### config.mk
export PLATFORM = sky130hd
export DESIGN_NAME = calendar_add_seconds
export DESIGN_NICKNAME = d
export VERILOG_FILES = /design/src/hdl/cas_pkg.sv /design/src/hdl/cas_core.sv /design/src/hdl/calendar_add_seconds.sv
export SDC_FILE = /design/constraint.sdc
export NUM_CORES = 1
export LEC_CHECK = 0
export BUFFER_PORTS_ARGS = -buffer_cell sky130_fd_sc_hd__clkbuf_2
export CORE_MARGIN = 5
export CORE_UTILIZATION = 46
export DETAILED_ROUTE_END_ITERATION = 10
export PLACE_DENSITY = 0.61
export SETUP_SLACK_MARGIN = 0.5
export SLEW_MARGIN = 40
export SYNTH_ARGS = -nofsm -noshare
export SYNTH_HDL_FRONTEND = slang
export SYNTH_SLANG_ARGS = --single-unit
### constraint.sdc
create_clock -name aclk -period 22.5 [get_ports aclk]
set_input_delay 2.25 -clock aclk [delete_from_list [all_inputs] [get_ports aclk]]
set_output_delay 2.25 -clock aclk [all_outputs]
set_load 0.005 [all_outputs]
### src/hdl/cas_pkg.sv
`default_nettype none

package cas_pkg;

    typedef struct packed {
        logic [13:0] year;
        logic [3:0]  month;
        logic [4:0]  day;
        logic [4:0]  hour;
        logic [5:0]  minute;
        logic [5:0]  second;
    } cas_time_t;

    localparam logic [3:0] MonthJan = 4'd1;
    localparam logic [3:0] MonthFeb = 4'd2;
    localparam logic [3:0] MonthDec = 4'd12;

    localparam logic [4:0] DaysLong = 5'd31;
    localparam logic [4:0] DaysLeapFeb = 5'd29;

    localparam logic [4:0] MonthLen [0:11] = '{
        5'd31, 5'd28, 5'd31, 5'd30, 5'd31, 5'd30,
        5'd31, 5'd31, 5'd30, 5'd31, 5'd30, 5'd31
    };

    // floor(x / 60), exact for x below 161319
    function automatic logic [11:0] div60_wide(input logic [17:0] x);
        logic [35:0] prod;
        prod = {18'd0, x} * 36'd139811;
        return prod[34:23];
    endfunction

    // floor(x / 60), exact for x below 4681
    function automatic logic [5:0] div60_narrow(input logic [11:0] x);
        logic [23:0] prod;
        prod = {12'd0, x} * 24'd2185;
        return prod[22:17];
    endfunction

    // x divisible by 25, exact over the full 14-bit range
    function automatic logic mult_of_25(input logic [13:0] x);
        logic [28:0] prod;
        logic [13:0] back;
        prod = {15'd0, x} * 29'd20972;
        back = 14'({4'd0, prod[28:19]} * 14'd25);
        return back == x;
    endfunction

endpackage

`default_nettype wire

### src/hdl/cas_core.sv
`default_nettype none

module cas_core (
    input  wire cas_pkg::cas_time_t start_time,
    input  wire logic [16:0]        offset_seconds,
    output cas_pkg::cas_time_t      end_time
);

    logic [17:0] acc0;
    logic [11:0] q1;
    logic [17:0] sec_wide;
    logic [11:0] acc1;
    logic [5:0]  q2;
    logic [11:0] min_wide;
    logic [6:0]  acc2;
    logic [6:0]  hour_wide;
    logic [1:0]  days;
    logic        leap;
    logic [4:0]  dim;
    logic [3:0]  month_idx;
    logic [5:0]  dsum;
    logic [5:0]  dwrap;
    logic        month_carry;

    always_comb begin
        acc0     = {1'b0, offset_seconds} + {12'd0, start_time.second};
        q1       = cas_pkg::div60_wide(acc0);
        sec_wide = acc0 - ({6'd0, q1} * 18'd60);

        acc1     = q1 + {6'd0, start_time.minute};
        q2       = cas_pkg::div60_narrow(acc1);
        min_wide = acc1 - ({6'd0, q2} * 12'd60);

        acc2 = {1'b0, q2} + {2'd0, start_time.hour};
        if (acc2 >= 7'd48) begin
            days      = 2'd2;
            hour_wide = acc2 - 7'd48;
        end else if (acc2 >= 7'd24) begin
            days      = 2'd1;
            hour_wide = acc2 - 7'd24;
        end else begin
            days      = 2'd0;
            hour_wide = acc2;
        end

        // divisible by 4, and not by 100 unless by 400
        leap = (start_time.year[1:0] == 2'd0) &&
               (!cas_pkg::mult_of_25(start_time.year) || (start_time.year[3:0] == 4'd0));

        month_idx = start_time.month - 4'd1;
        if (start_time.month == 4'd0 || start_time.month > cas_pkg::MonthDec) begin
            dim = cas_pkg::DaysLong;
        end else if (start_time.month == cas_pkg::MonthFeb && leap) begin
            dim = cas_pkg::DaysLeapFeb;
        end else begin
            dim = cas_pkg::MonthLen[month_idx];
        end

        dsum  = {1'b0, start_time.day} + {4'd0, days};
        dwrap = dsum - {1'b0, dim};

        end_time        = start_time;
        end_time.second = sec_wide[5:0];
        end_time.minute = min_wide[5:0];
        end_time.hour   = hour_wide[4:0];

        month_carry = 1'b0;
        if (days != 2'd0) begin
            if (dsum > {1'b0, dim}) begin
                end_time.day = dwrap[4:0];
                month_carry  = 1'b1;
            end else begin
                end_time.day = dsum[4:0];
            end
        end

        if (month_carry) begin
            if (start_time.month == cas_pkg::MonthDec) begin
                end_time.month = cas_pkg::MonthJan;
                end_time.year  = start_time.year + 14'd1;
            end else begin
                end_time.month = start_time.month + 4'd1;
            end
        end
    end

endmodule

`default_nettype wire

### src/hdl/calendar_add_seconds.sv
`default_nettype none

// channel  ports                                   direction
// input    s_valid, s_ready, s_start_*, s_offset_* in: start time and offset word
// result   m_valid, m_ready, m_end_*               out: end time word
//
// one word per cycle while s_ready is high; result appears in the cycle
// after the word is taken, via the single output register after the carry logic
// synchronous active-low reset clears m_valid only
// s_ready stays high while the output register is empty or being drained

module calendar_add_seconds (
    input  wire logic        aclk,
    input  wire logic        aresetn,

    input  wire logic        s_valid,
    output logic             s_ready,
    input  wire logic [13:0] s_start_year,
    input  wire logic [3:0]  s_start_month,
    input  wire logic [4:0]  s_start_day,
    input  wire logic [4:0]  s_start_hour,
    input  wire logic [5:0]  s_start_minute,
    input  wire logic [5:0]  s_start_second,
    input  wire logic [16:0] s_offset_seconds,

    output logic             m_valid,
    input  wire logic        m_ready,
    output logic [13:0]      m_end_year,
    output logic [3:0]       m_end_month,
    output logic [4:0]       m_end_day,
    output logic [4:0]       m_end_hour,
    output logic [5:0]       m_end_minute,
    output logic [5:0]       m_end_second
);

    cas_pkg::cas_time_t start_time;
    cas_pkg::cas_time_t end_time;
    cas_pkg::cas_time_t result_reg;
    logic               valid_reg;
    logic               valid_next;
    logic               take;

    assign start_time = '{
        year:   s_start_year,
        month:  s_start_month,
        day:    s_start_day,
        hour:   s_start_hour,
        minute: s_start_minute,
        second: s_start_second
    };

    cas_core u_core (
        .start_time     (start_time),
        .offset_seconds (s_offset_seconds),
        .end_time       (end_time)
    );

    assign s_ready = !valid_reg || m_ready;
    assign take    = s_valid && s_ready;

    always_comb begin
        valid_next = valid_reg;
        if (take) begin
            valid_next = 1'b1;
        end else if (m_ready) begin
            valid_next = 1'b0;
        end
    end

    always_ff @(posedge aclk) begin
        if (!aresetn) begin
            valid_reg <= 1'b0;
        end else begin
            valid_reg <= valid_next;
        end
    end

    // result word
    always_ff @(posedge aclk) begin
        if (take) begin
            result_reg <= end_time;
        end
    end

    assign m_valid      = valid_reg;
    assign m_end_year   = result_reg.year;
    assign m_end_month  = result_reg.month;
    assign m_end_day    = result_reg.day;
    assign m_end_hour   = result_reg.hour;
    assign m_end_minute = result_reg.minute;
    assign m_end_second = result_reg.second;

endmodule

`default_nettype wire
==> results by group, run 1 <==
Route
  • Initial drt markers: 392
  • Drc violations: 0
  • Routed Antenna Nets: 0
  • DR vias: 9375
  • Average wire per standard cell: 15.2 um
  • Initial DRT Pass Iterations: 5
  • Vias per std cell: 5.07
  • Drt total wl: 28100 um

Synth
  • Post-Syn Area: 12900 um2
  • Post-synth cell types: 71
  • Syn. warnings: 0
  • Syn_nets: 1920
  • Post-synth EDFFs: 40
  • Post-synthesis register bit count: 41
  • Mapped Cells: 1370
  • Sequential fraction of the synthesis area: 0.0945
  • Fraction of registers with async set/reset: 0
  • Primary FF master, synth: edfxtp_1
  • Avg Cell Area, Syn: 9.44 um2

Setup path
  • Startpoint class of the critical path: primary input
  • Req. time, crit path: 22.55 ns
  • Crit end category: register
  • RR Startpoint: m_valid
  • Most used cell, CP: ha_1
  • R2R cell count: 2
  • Critical-path top delay cell: xor2_1
  • Setup slack, reg-to-reg: 21.15 ns
  • Critical Path Fanout Max: 7
  • CP Class: primary input to register
  • Critical Path Source: s_start_second[0]
  • CP arrival: 17.99 ns
  • Critical path's largest stage delay: 0.61 ns
  • RR Endpoint: m_end_hour[0]

Clock network
  • Worst-skew pair later-pin latency: 0.31 ns
  • Post-CTS setup buffers: 0
  • Clock slew at reported path FFs: 0.08 ns
  • Max Buffers Root-to-Sink: 2
  • Htree depth: 2
  • CTS Buf Count: 5
  • Number of buffers added to fix hold violations after cts: 0
  • CTS Sinks: 41
  • Clk root buf: clkbuf_16
  • Post-cts resize count: 0
  • CTS tree: yes

Min path
  • Min-Delay Path Depth: 2
  • Hold endpoint: m_valid
  • Hold path start: m_valid
  • Hold crit path type: register to register

STA
  • Clk_skew: 0.00781 ns
  • Period utilization: 0.797
  • Slew HR: 0.498
  • Min Clock Period, post-route: 17.93 ns
  • Final setup vio count: 0
  • Max-slew violations: 0
  • Slew @ Worst Pin: 0.751 ns
  • Hold Fails Final Rpt: 0
  • RSZ-0062 raised after global routing: false
  • Final setup margin: 4.57 ns
  • Setup_tns: 0 ns
  • Max Fclk: 0.0558 GHz

Placement
  • DP Worst Slack: 4.19 ns
  • DP Wirelength: 24800 um
  • IO buf count: 102
  • Dpl cells: 1842
  • Placer Congestion: 0.923

Layout
  • NumNets Final: 2021
  • Area Overhead vs Synth: 8.51%
  • Share of layout cells above drive strength 1: 0.0931
  • Number of diodes: 0
  • Final Instance Count excl. Fillers: 1850
  • # fillers: 2694

Floorplan
  • Die area: 31600 um2
  • # IOs: 103
  • Starting Density: 0.465
  • Die Ht: 178 um
  • Core area: 27800 um2
  • Site row count: 61
  • DIE WIDTH: 178 um

Flow run
  • Max-Cap Viols: 0

Status
  • Status: finished, final reports clean

GRT
  • GRT overflow: 0
  • First-pass GRT wire length: 48100 um
  • Vias in the first global route: 9796
  • Total GRT Usage: 0.187
  • Antenna violations before repair: 0
  • Largest net degree at the start of global routing: 41
[Yosys cell counts, types with 3 or more instances]
cell | instances | share of area
a211o_1 | 3 | 0.0020
a21boi_0 | 3 | 0.0017
a21o_1 | 32 | 0.019
a21oi_1 | 62 | 0.024
a31oi_1 | 4 | 0.0019
and2_1 | 7 | 0.0034
and3_1 | 10 | 0.0048
clkbuf_1 | 5 | 0.0015
edfxtp_1 | 40 | 0.093
fa_1 | 114 | 0.18
ha_1 | 375 | 0.36
inv_1 | 285 | 0.083
mux2i_1 | 4 | 0.0031
nand2_1 | 39 | 0.011
nand2b_1 | 8 | 0.0039
nand3_1 | 31 | 0.012
nand4_1 | 9 | 0.0044
nor2_1 | 74 | 0.021
nor2b_1 | 4 | 0.0019
nor3_1 | 15 | 0.0058
nor4_2 | 3 | 0.0029
nor4b_1 | 3 | 0.0020
o211ai_1 | 3 | 0.0017
o21a_1 | 7 | 0.0041
o21ai_0 | 15 | 0.0058
o21ai_1 | 6 | 0.0023
o21bai_1 | 6 | 0.0035
o221ai_1 | 3 | 0.0020
o31ai_1 | 5 | 0.0029
o41ai_1 | 4 | 0.0027
or2_2 | 5 | 0.0024
or4_1 | 3 | 0.0017
xnor2_1 | 95 | 0.064
xor2_1 | 37 | 0.025
[cell families after synthesis]
kind of cell / count (synthesis) / share of synthesized area
AO/OA/AOI/OAI: 179 / 0.0943
flip-flops: 41 / 0.0945
XOR/XNOR: 134 / 0.0919
buffers and inverters: 293 / 0.0862
multiplexers: 8 / 0.00658
adder cells (fa/ha/maj): 491 / 0.541
AND/OR/NAND/NOR: 224 / 0.0856
[routing by layer]
layer	routed length, um	track usage
met2	12600	0.313
met3	988	0.0228
met1	14300	0.269
met4	223	0.0222
met5	0	0
[through the flow]
step                hold slack (ns)  instance area (um2)  utilization
floorplan                     0.537                12900            -
global placement              0.514                13900        0.499
detailed placement            0.546                13900        0.500
CTS                           0.558                14000        0.505
global route                  0.607                14000        0.505
finish                        0.560                14000        0.505
[worst max-delay path, delay by kind of cell]
family	cells	cell delay (ns)
simple gates	15	2.12
compound gates	20	4.48
fa+ha+maj	19	6.36
buf+inv	8	0.71
xor+xnor	6	1.76
mux	1	0.28
[registers in the layout, summed over array words and instances (netlist names)]
signal	flops
m_end_day	5
m_end_second	6
m_end_year	14
m_end_hour	5
m_valid	1
m_end_month	4
m_end_minute	6
[layout by cell type (no fill, tap or decap), drive strengths merged, types with 5 or more instances in the layout]
cell type,n
inv,288
o21bai,6
fa,114
ha,375
nand2,39
xnor2,97
nand2b,8
nor2,76
nand4,9
a31oi,5
o31ai,5
nand3,31
edfxtp,40
a21o,33
and3,10
o21a,7
a21oi,62
and2,7
o21ai,21
xor2,37
clkbuf,107
nor4,5
nor3,15
or2,7
[area by class of cell]
cell class              instances  area [um2]  area share
clock buffers                   5         125     0.00892
clock inverters                 3        26.3     0.00187
inverters                     285        1070      0.0763
multi-input cells            1036       10600       0.756
flip-flops and latches         41        1220      0.0870
well taps                     378         473      0.0337
repair buffers                102         510      0.0364
[worst max-delay path by stage]
| stage | to |
|---|---|
| 2_1_floorplan | m_end_day[3] |
| 3_3_place_gp | m_end_year[12] |
| 3_5_place_dp | m_end_year[12] |
| 4_1_cts | m_end_year[12] |
| 5_1_grt | m_end_year[12] |
| 6_report | m_end_year[12] |
Power of run 1 is left out: the tool's default activity adds up to more than one toggle a clock period on the data nets, which glitch-free logic cannot reach.
==> run 2, diff against run 1 <==
==> constraint.sdc (replaced) <==
create_clock -name aclk -period 17.1 [get_ports aclk]
set_input_delay 1.71 -clock aclk [delete_from_list [all_inputs] [get_ports aclk]]
set_output_delay 1.71 -clock aclk [all_outputs]
set_load 0.005 [all_outputs]
==> run 2 against run 1 <==
Effect of this change: register-to-register slack got worse by 5.4 ns; final cell count increased by 1.2%; worst hold slack got worse by 0.016 ns; sequential share of layout area decreased by 0.28 points; count of clock-buffer cells in the layout increased by 1; largest cell class unchanged; core utilization increased by 1.7 points; first-iteration DRC count decreased by 16%.
==> results by group, run 2 (same netlist as run 1, synthesis figures left out) <==
Status
  • Status: finished, final reports clean

Setup path
  • Setup slack, reg-to-reg: 15.74 ns (-5.41 ns)
  • End point of the critical path: m_end_year[11]
  • Startpoint class of the critical path: primary input
  • Critical Path Source: s_start_second[0]
  • R2R cell count: 2 (unchanged)
  • Req. time, crit path: 17.13 ns (-5.42 ns)
  • CP Class: primary input to register
  • Critical Path Fanout Max: 6 (-1)
  • Crit end category: register
  • Critical path's largest stage delay: 0.64 ns (+0.03 ns)
  • Most used cell, CP: ha_1
  • RR Endpoint: m_end_year[8]
  • CP arrival: 15.90 ns (-2.09 ns)
  • RR Startpoint: m_valid
  • Critical-path top delay cell: fa_2

Route
  • Routed Antenna Nets: 0 (unchanged)
  • DR vias: 9483 (+1.2%)
  • Drt total wl: 28600 um (+1.9%)
  • Initial drt markers: 328 (-16%)
  • Drc violations: 0 (unchanged)
  • Average wire per standard cell: 15.3 um (+0.66%)
  • Vias per std cell: 5.06 (about the same)
  • Initial DRT Pass Iterations: 5 (unchanged)

Flow run
  • Max-Cap Viols: 0 (unchanged)

Clock network
  • CTS tree: yes
  • Clock slew at reported path FFs: 0.07 ns (about the same)
  • Number of buffers added to fix hold violations after cts: 0 (unchanged)
  • Worst-skew pair later-pin latency: 0.29 ns (-0.02 ns)
  • CTS Sinks: 41 (unchanged)
  • Max Buffers Root-to-Sink: 2 (unchanged)
  • CTS Buf Count: 5 (unchanged)
  • Clk root buf: clkbuf_16
  • Htree depth: 2 (unchanged)

STA
  • Slew @ Worst Pin: 0.797 ns (+0.0468 ns)
  • Slew HR: 0.465 (-0.0333)
  • Hold Fails Final Rpt: 0 (unchanged)
  • Clk_skew: 0.00961 ns (+0.00180 ns)
  • Final setup margin: 1.23 ns (-3.34 ns)
  • Period utilization: 0.928
  • Min Clock Period, post-route: 15.87 ns
  • Max Fclk: 0.0630 GHz
  • Final setup vio count: 0 (unchanged)
  • Max-slew violations: 0 (unchanged)
  • RSZ-0062 raised after global routing: false

Layout
  • Area Overhead vs Synth: 12.2%
  • Number of diodes: 0 (unchanged)
  • Fin area: 14500 um2 (+3.4%)
  • Max reg flops: 14 (unchanged)
  • NumNets Final: 2044 (+1.1%)
  • Share of layout cells above drive strength 1: 0.140 (+0.0467)
  • Commonest non-fill, non-tap cell in the layout: ha_1
  • Most frequent cells in the layout: 372 x ha_1, 281 x inv_1, 111 x fa_1, 102 x clkbuf_2, 85 x xnor2_1

Min path
  • Hold crit path type: register to register

Placement
  • IO buf count: 102 (unchanged)
  • DP Wirelength: 25000 um (+0.69%)
  • Placer Congestion: 0.899 (-2.6%)
  • Placed Area: 14000 um2 (+0.54%)
  • DP Worst Slack: -0.0349 ns (-4.23 ns)

GRT
  • Total GRT Usage: 0.185 (-0.00223)
  • Antenna violations before repair: 0 (unchanged)
  • GRT overflow: 0 (unchanged)
  • Vias in the first global route: 9758 (-0.39%)
  • Largest net degree at the start of global routing: 41 (unchanged)
  • First-pass GRT wire length: 47600 um (-1.0%)

Floorplan
  • Core area: 27800 um2 (unchanged)
  • DIE WIDTH: 178 um (unchanged)
  • Die area: 31600 um2 (unchanged)
  • # IOs: 103 (unchanged)
  • Starting Density: 0.465 (unchanged)
  • Site row count: 61 (unchanged)
  • Die Ht: 178 um (unchanged)
==> run 2: changes by cell type in the layout (fill, tap and decap cells not counted), moves of 5 or more <==
| cell | before | now |
|---|---|---|
| a21oi_1 | 62 | 53 |
| a21oi_2 | 0 | 9 |
| xor2_2 | 0 | 5 |
| xnor2_2 | 3 | 12 |
| xor2_1 | 37 | 32 |
| xnor2_1 | 94 | 85 |
| buf_4 | 0 | 23 |
==> run 2: per-stage QoR <==
step / instances / util / setup TNS [ns] / hold WS [ns]
floorplan: 1370 / - / 0 / 0.537
global placement: 1853 / 0.502 / 0 / 0.514
detailed placement: 1853 / 0.502 / -0.0896 / 0.536
CTS: 1862 / 0.511 / 0 / 0.546
global route: 1873 / 0.522 / 0 / 0.576
finish: 1873 / 0.522 / 0 / 0.544
==> run 2: worst min path at each step <==
stage               depth (start not counted)     from      end  slack (ns)
floorplan                                   2  m_valid  m_valid        0.54
global placement                            2  m_valid  m_valid        0.51
detailed placement                          2  m_valid  m_valid        0.54
CTS                                         2  m_valid  m_valid        0.55
global route                                2  m_valid  m_valid        0.58
finish                                      2  m_valid  m_valid        0.54
==> run 2: layout make-up <==
type | count | area (um2)
Sequential cell | 41 | 1220
Clock inverter | 2 | 37.5
Clock buffer | 6 | 139
Timing Repair Buffer | 125 | 683
Fill cell | 2622 | 13300
Inverter | 285 | 1070
Multi-Input combinational cell | 1036 | 10900
Tap cell | 378 | 473
==> run 2: worst max-delay path: cells and delay by family <==
| family | cells | cell delay (ns) |
|---|---|---|
| buffers and inverters | 10 | 0.95 |
| AND/OR/NAND/NOR | 20 | 2.58 |
| adder cells (fa/ha/maj) | 18 | 6.19 |
| multiplexers | 1 | 0.27 |
| AO/OA/AOI/OAI | 17 | 3.10 |
| XOR/XNOR | 6 | 1.09 |
==> run 2: repair_timing <==
action | in CTS | in global routing
setup endpoints to repair | 12 | 24
resized for setup | 9 | 51
pin swaps | 2 | 17
buffers inserted | 1 | 11
==> run 2: metal layers <==
layer | routed length, um | GRT usage
met1 | 14200 | 0.261
met2 | 12900 | 0.314
met3 | 1210 | 0.0224
met4 | 309 | 0.0248
met5 | 0 | 0
Power of run 2 is left out for the same reason.
==> run 3, diff against run 2 <==
--- a/config.mk
+++ b/config.mk
@@ -7,9 +7,9 @@
 export LEC_CHECK = 0
 export BUFFER_PORTS_ARGS = -buffer_cell sky130_fd_sc_hd__clkbuf_2
 export CORE_MARGIN = 5
-export CORE_UTILIZATION = 46
+export CORE_UTILIZATION = 29
+export CTS_BUF_LIST = sky130_fd_sc_hd__clkbuf_8
 export DETAILED_ROUTE_END_ITERATION = 10
-export PLACE_DENSITY = 0.61
 export SETUP_SLACK_MARGIN = 0.5
 export SLEW_MARGIN = 40
 export SYNTH_ARGS = -nofsm -noshare
==> run 3 against run 2 <==
Effect of this change: routed wire length rose by 5.2%; setup slack got worse by 0.074 ns; final cell count rose by 12%; sequential cell count did not move; non-clock buffer count rose by 3.
==> results by group, run 3 (same netlist as run 1, synthesis figures left out) <==
Route
  • Drc violations: 0 (unchanged)
  • Average wire per standard cell: 14.4 um (-5.7%)
  • Vias per std cell: 4.59 (-9.4%)
  • Routed Antenna Nets: 0 (unchanged)
  • DR vias: 9595 (+1.2%)
  • Initial DRT Pass Iterations: 5 (unchanged)
  • Initial drt markers: 408 (+24%)
  • Drt total wl: 30100 um (+5.2%)

STA
  • Min Clock Period, post-route: 15.95 ns (+0.0740 ns)
  • Period utilization: 0.932 (+0.00433)
  • Clk_skew: 0.0228 ns (+0.0132 ns)
  • Setup_tns: 0 ns (unchanged)
  • RSZ-0062 raised after global routing: false
  • Final setup vio count: 0 (unchanged)
  • Max-slew violations: 0 (unchanged)
  • Max Fclk: 0.0627 GHz (-0.46%)
  • Slew HR: 0.442 (-0.0226)
  • Slew @ Worst Pin: 0.814 ns (+0.0163 ns)
  • Hold Fails Final Rpt: 0 (unchanged)

GRT
  • Vias in the first global route: 10100 (+3.4%)
  • Largest net degree at the start of global routing: 41 (unchanged)
  • First-pass GRT wire length: 50600 um (+6.2%)
  • Antenna violations before repair: 0 (unchanged)
  • Total GRT Usage: 0.124 (-0.0615)
  • GRT overflow: 0 (unchanged)

Min path
  • Hold crit path type: register to register

Layout
  • Share of layout cells above drive strength 1: 0.146 (+0.00573)
  • Area Overhead vs Synth: 14.7%
  • NumNets Final: 2047 (+0.15%)
  • Commonest non-fill, non-tap cell in the layout: ha_1
  • Most frequent cells in the layout: 372 x ha_1, 284 x inv_1, 111 x fa_1, 102 x clkbuf_2, 83 x xnor2_1
  • # fillers: 4591 (+75%)
  • Max reg flops: 14 (unchanged)
  • Layout Utilization: 0.336 (-0.186)

Clock network
  • Max Buffers Root-to-Sink: 2 (unchanged)
  • Htree depth: 2 (unchanged)
  • Number of buffers added to fix hold violations after cts: 0 (unchanged)
  • CTS Buf Count: 5 (unchanged)
  • Worst-skew pair later-pin latency: 0.34 ns (+0.05 ns)
  • Clock slew at reported path FFs: 0.11 ns (+0.04 ns)
  • CTS tree: yes
  • CTS Sinks: 41 (unchanged)
  • Clk root buf: clkbuf_8

Floorplan
  • Core area: 44100 um2 (+59%)
  • Site row count: 77 (+26%)
  • Die area: 48900 um2 (+55%)
  • DIE WIDTH: 221 um (+24%)
  • # IOs: 103 (unchanged)
  • Die Ht: 221 um (+24%)
  • Starting Density: 0.293 (-0.172)

Setup path
  • Buffer and inverter count on the worst path: 10 (unchanged)
  • CP Class: primary input to register
  • Startpoint class of the critical path: primary input
  • Critical Path Fanout Max: 10 (+4)
  • Critical path's largest stage delay: 0.55 ns (-0.09 ns)
  • Crit end category: register
  • Most used cell, CP: ha_1
  • Critical-path top delay cell: fa_1
  • CP arrival: 16.03 ns (+0.13 ns)
  • Delay-heaviest family, CP: adder cells
  • Req. time, crit path: 17.19 ns (+0.06 ns)

Flow run
  • Max-Cap Viols: 0 (unchanged)

Status
  • Status: finished, final reports clean

Placement
  • DP Wirelength: 26200 um (+4.8%)
  • Placer Congestion: 0.866 (-3.7%)
  • IO buf count: 102 (unchanged)
-- run 3: cell types whose count changed in the layout (fill, tap and decap cells not counted), moves of 3 or more --
cell       delta
buf_4         +3
clkbuf_8      +4
inv_1         +3
clkbuf_16     -5
nor2_1        -3
inv_2         -3
-- run 3: worst min-delay path: stages, from the launching register on --
cell,delay [ns]
dfxtp_1,0.32
nand2b_1,0.10
a21boi_0,0.10
-- run 3: timing repair --
action                                  4_1_cts  5_1_grt
buffers inserted                              2       10
gates resized for setup                      10       62
pin swaps                                     1       15
endpoints found under the setup margin       21       24
-- run 3: final timing paths --
kind / startpoint / end / slack [ns] / cells after the start
worst max-delay path: s_start_second[1] / m_end_month[3] / 1.15 / 72
worst min-delay path: m_valid / m_valid / 0.56 / 2
worst max register to register: m_valid / m_end_year[5] / 15.71 / 2
worst min register to register: m_valid / m_valid / 0.56 / 2
-- run 3: final cells by class --
type	instances	area, um2	area share
antenna	1	2.50	0.000169
clock inverter	3	46.3	0.00312
tap	592	741	0.0499
clock buffer	5	68.8	0.00464
inverter	285	1070	0.0721
timing repair buffer	128	706	0.0476
sequential	41	1220	0.0823
multi-input combinational	1036	11000	0.740
-- run 3: per-layer routing --
layer  part of all wire  vias up  global-route usage
met5                  0        -                   0
met4             0.0094        0              0.0140
met3              0.032       18              0.0170
met2               0.46      159               0.211
met1               0.50     4564               0.174
li1                   -     4854                   -
-- run 3: per-stage QoR --
| step | area (um2) | hold slack, ns | setup slack (ns) | std cells |
|---|---|---|---|---|
| floorplan | 12900 | 0.537 | 1.18 | 1370 |
| global placement | 14200 | 0.512 | 0.00697 | 2070 |
| detailed placement | 14200 | 0.563 | -0.277 | 2070 |
| CTS | 14400 | 0.571 | 0.507 | 2080 |
| global route | 14800 | 0.628 | 0.406 | 2090 |
| finish | 14800 | 0.564 | 1.15 | 2091 |
Power of run 3 is left out for the same reason.
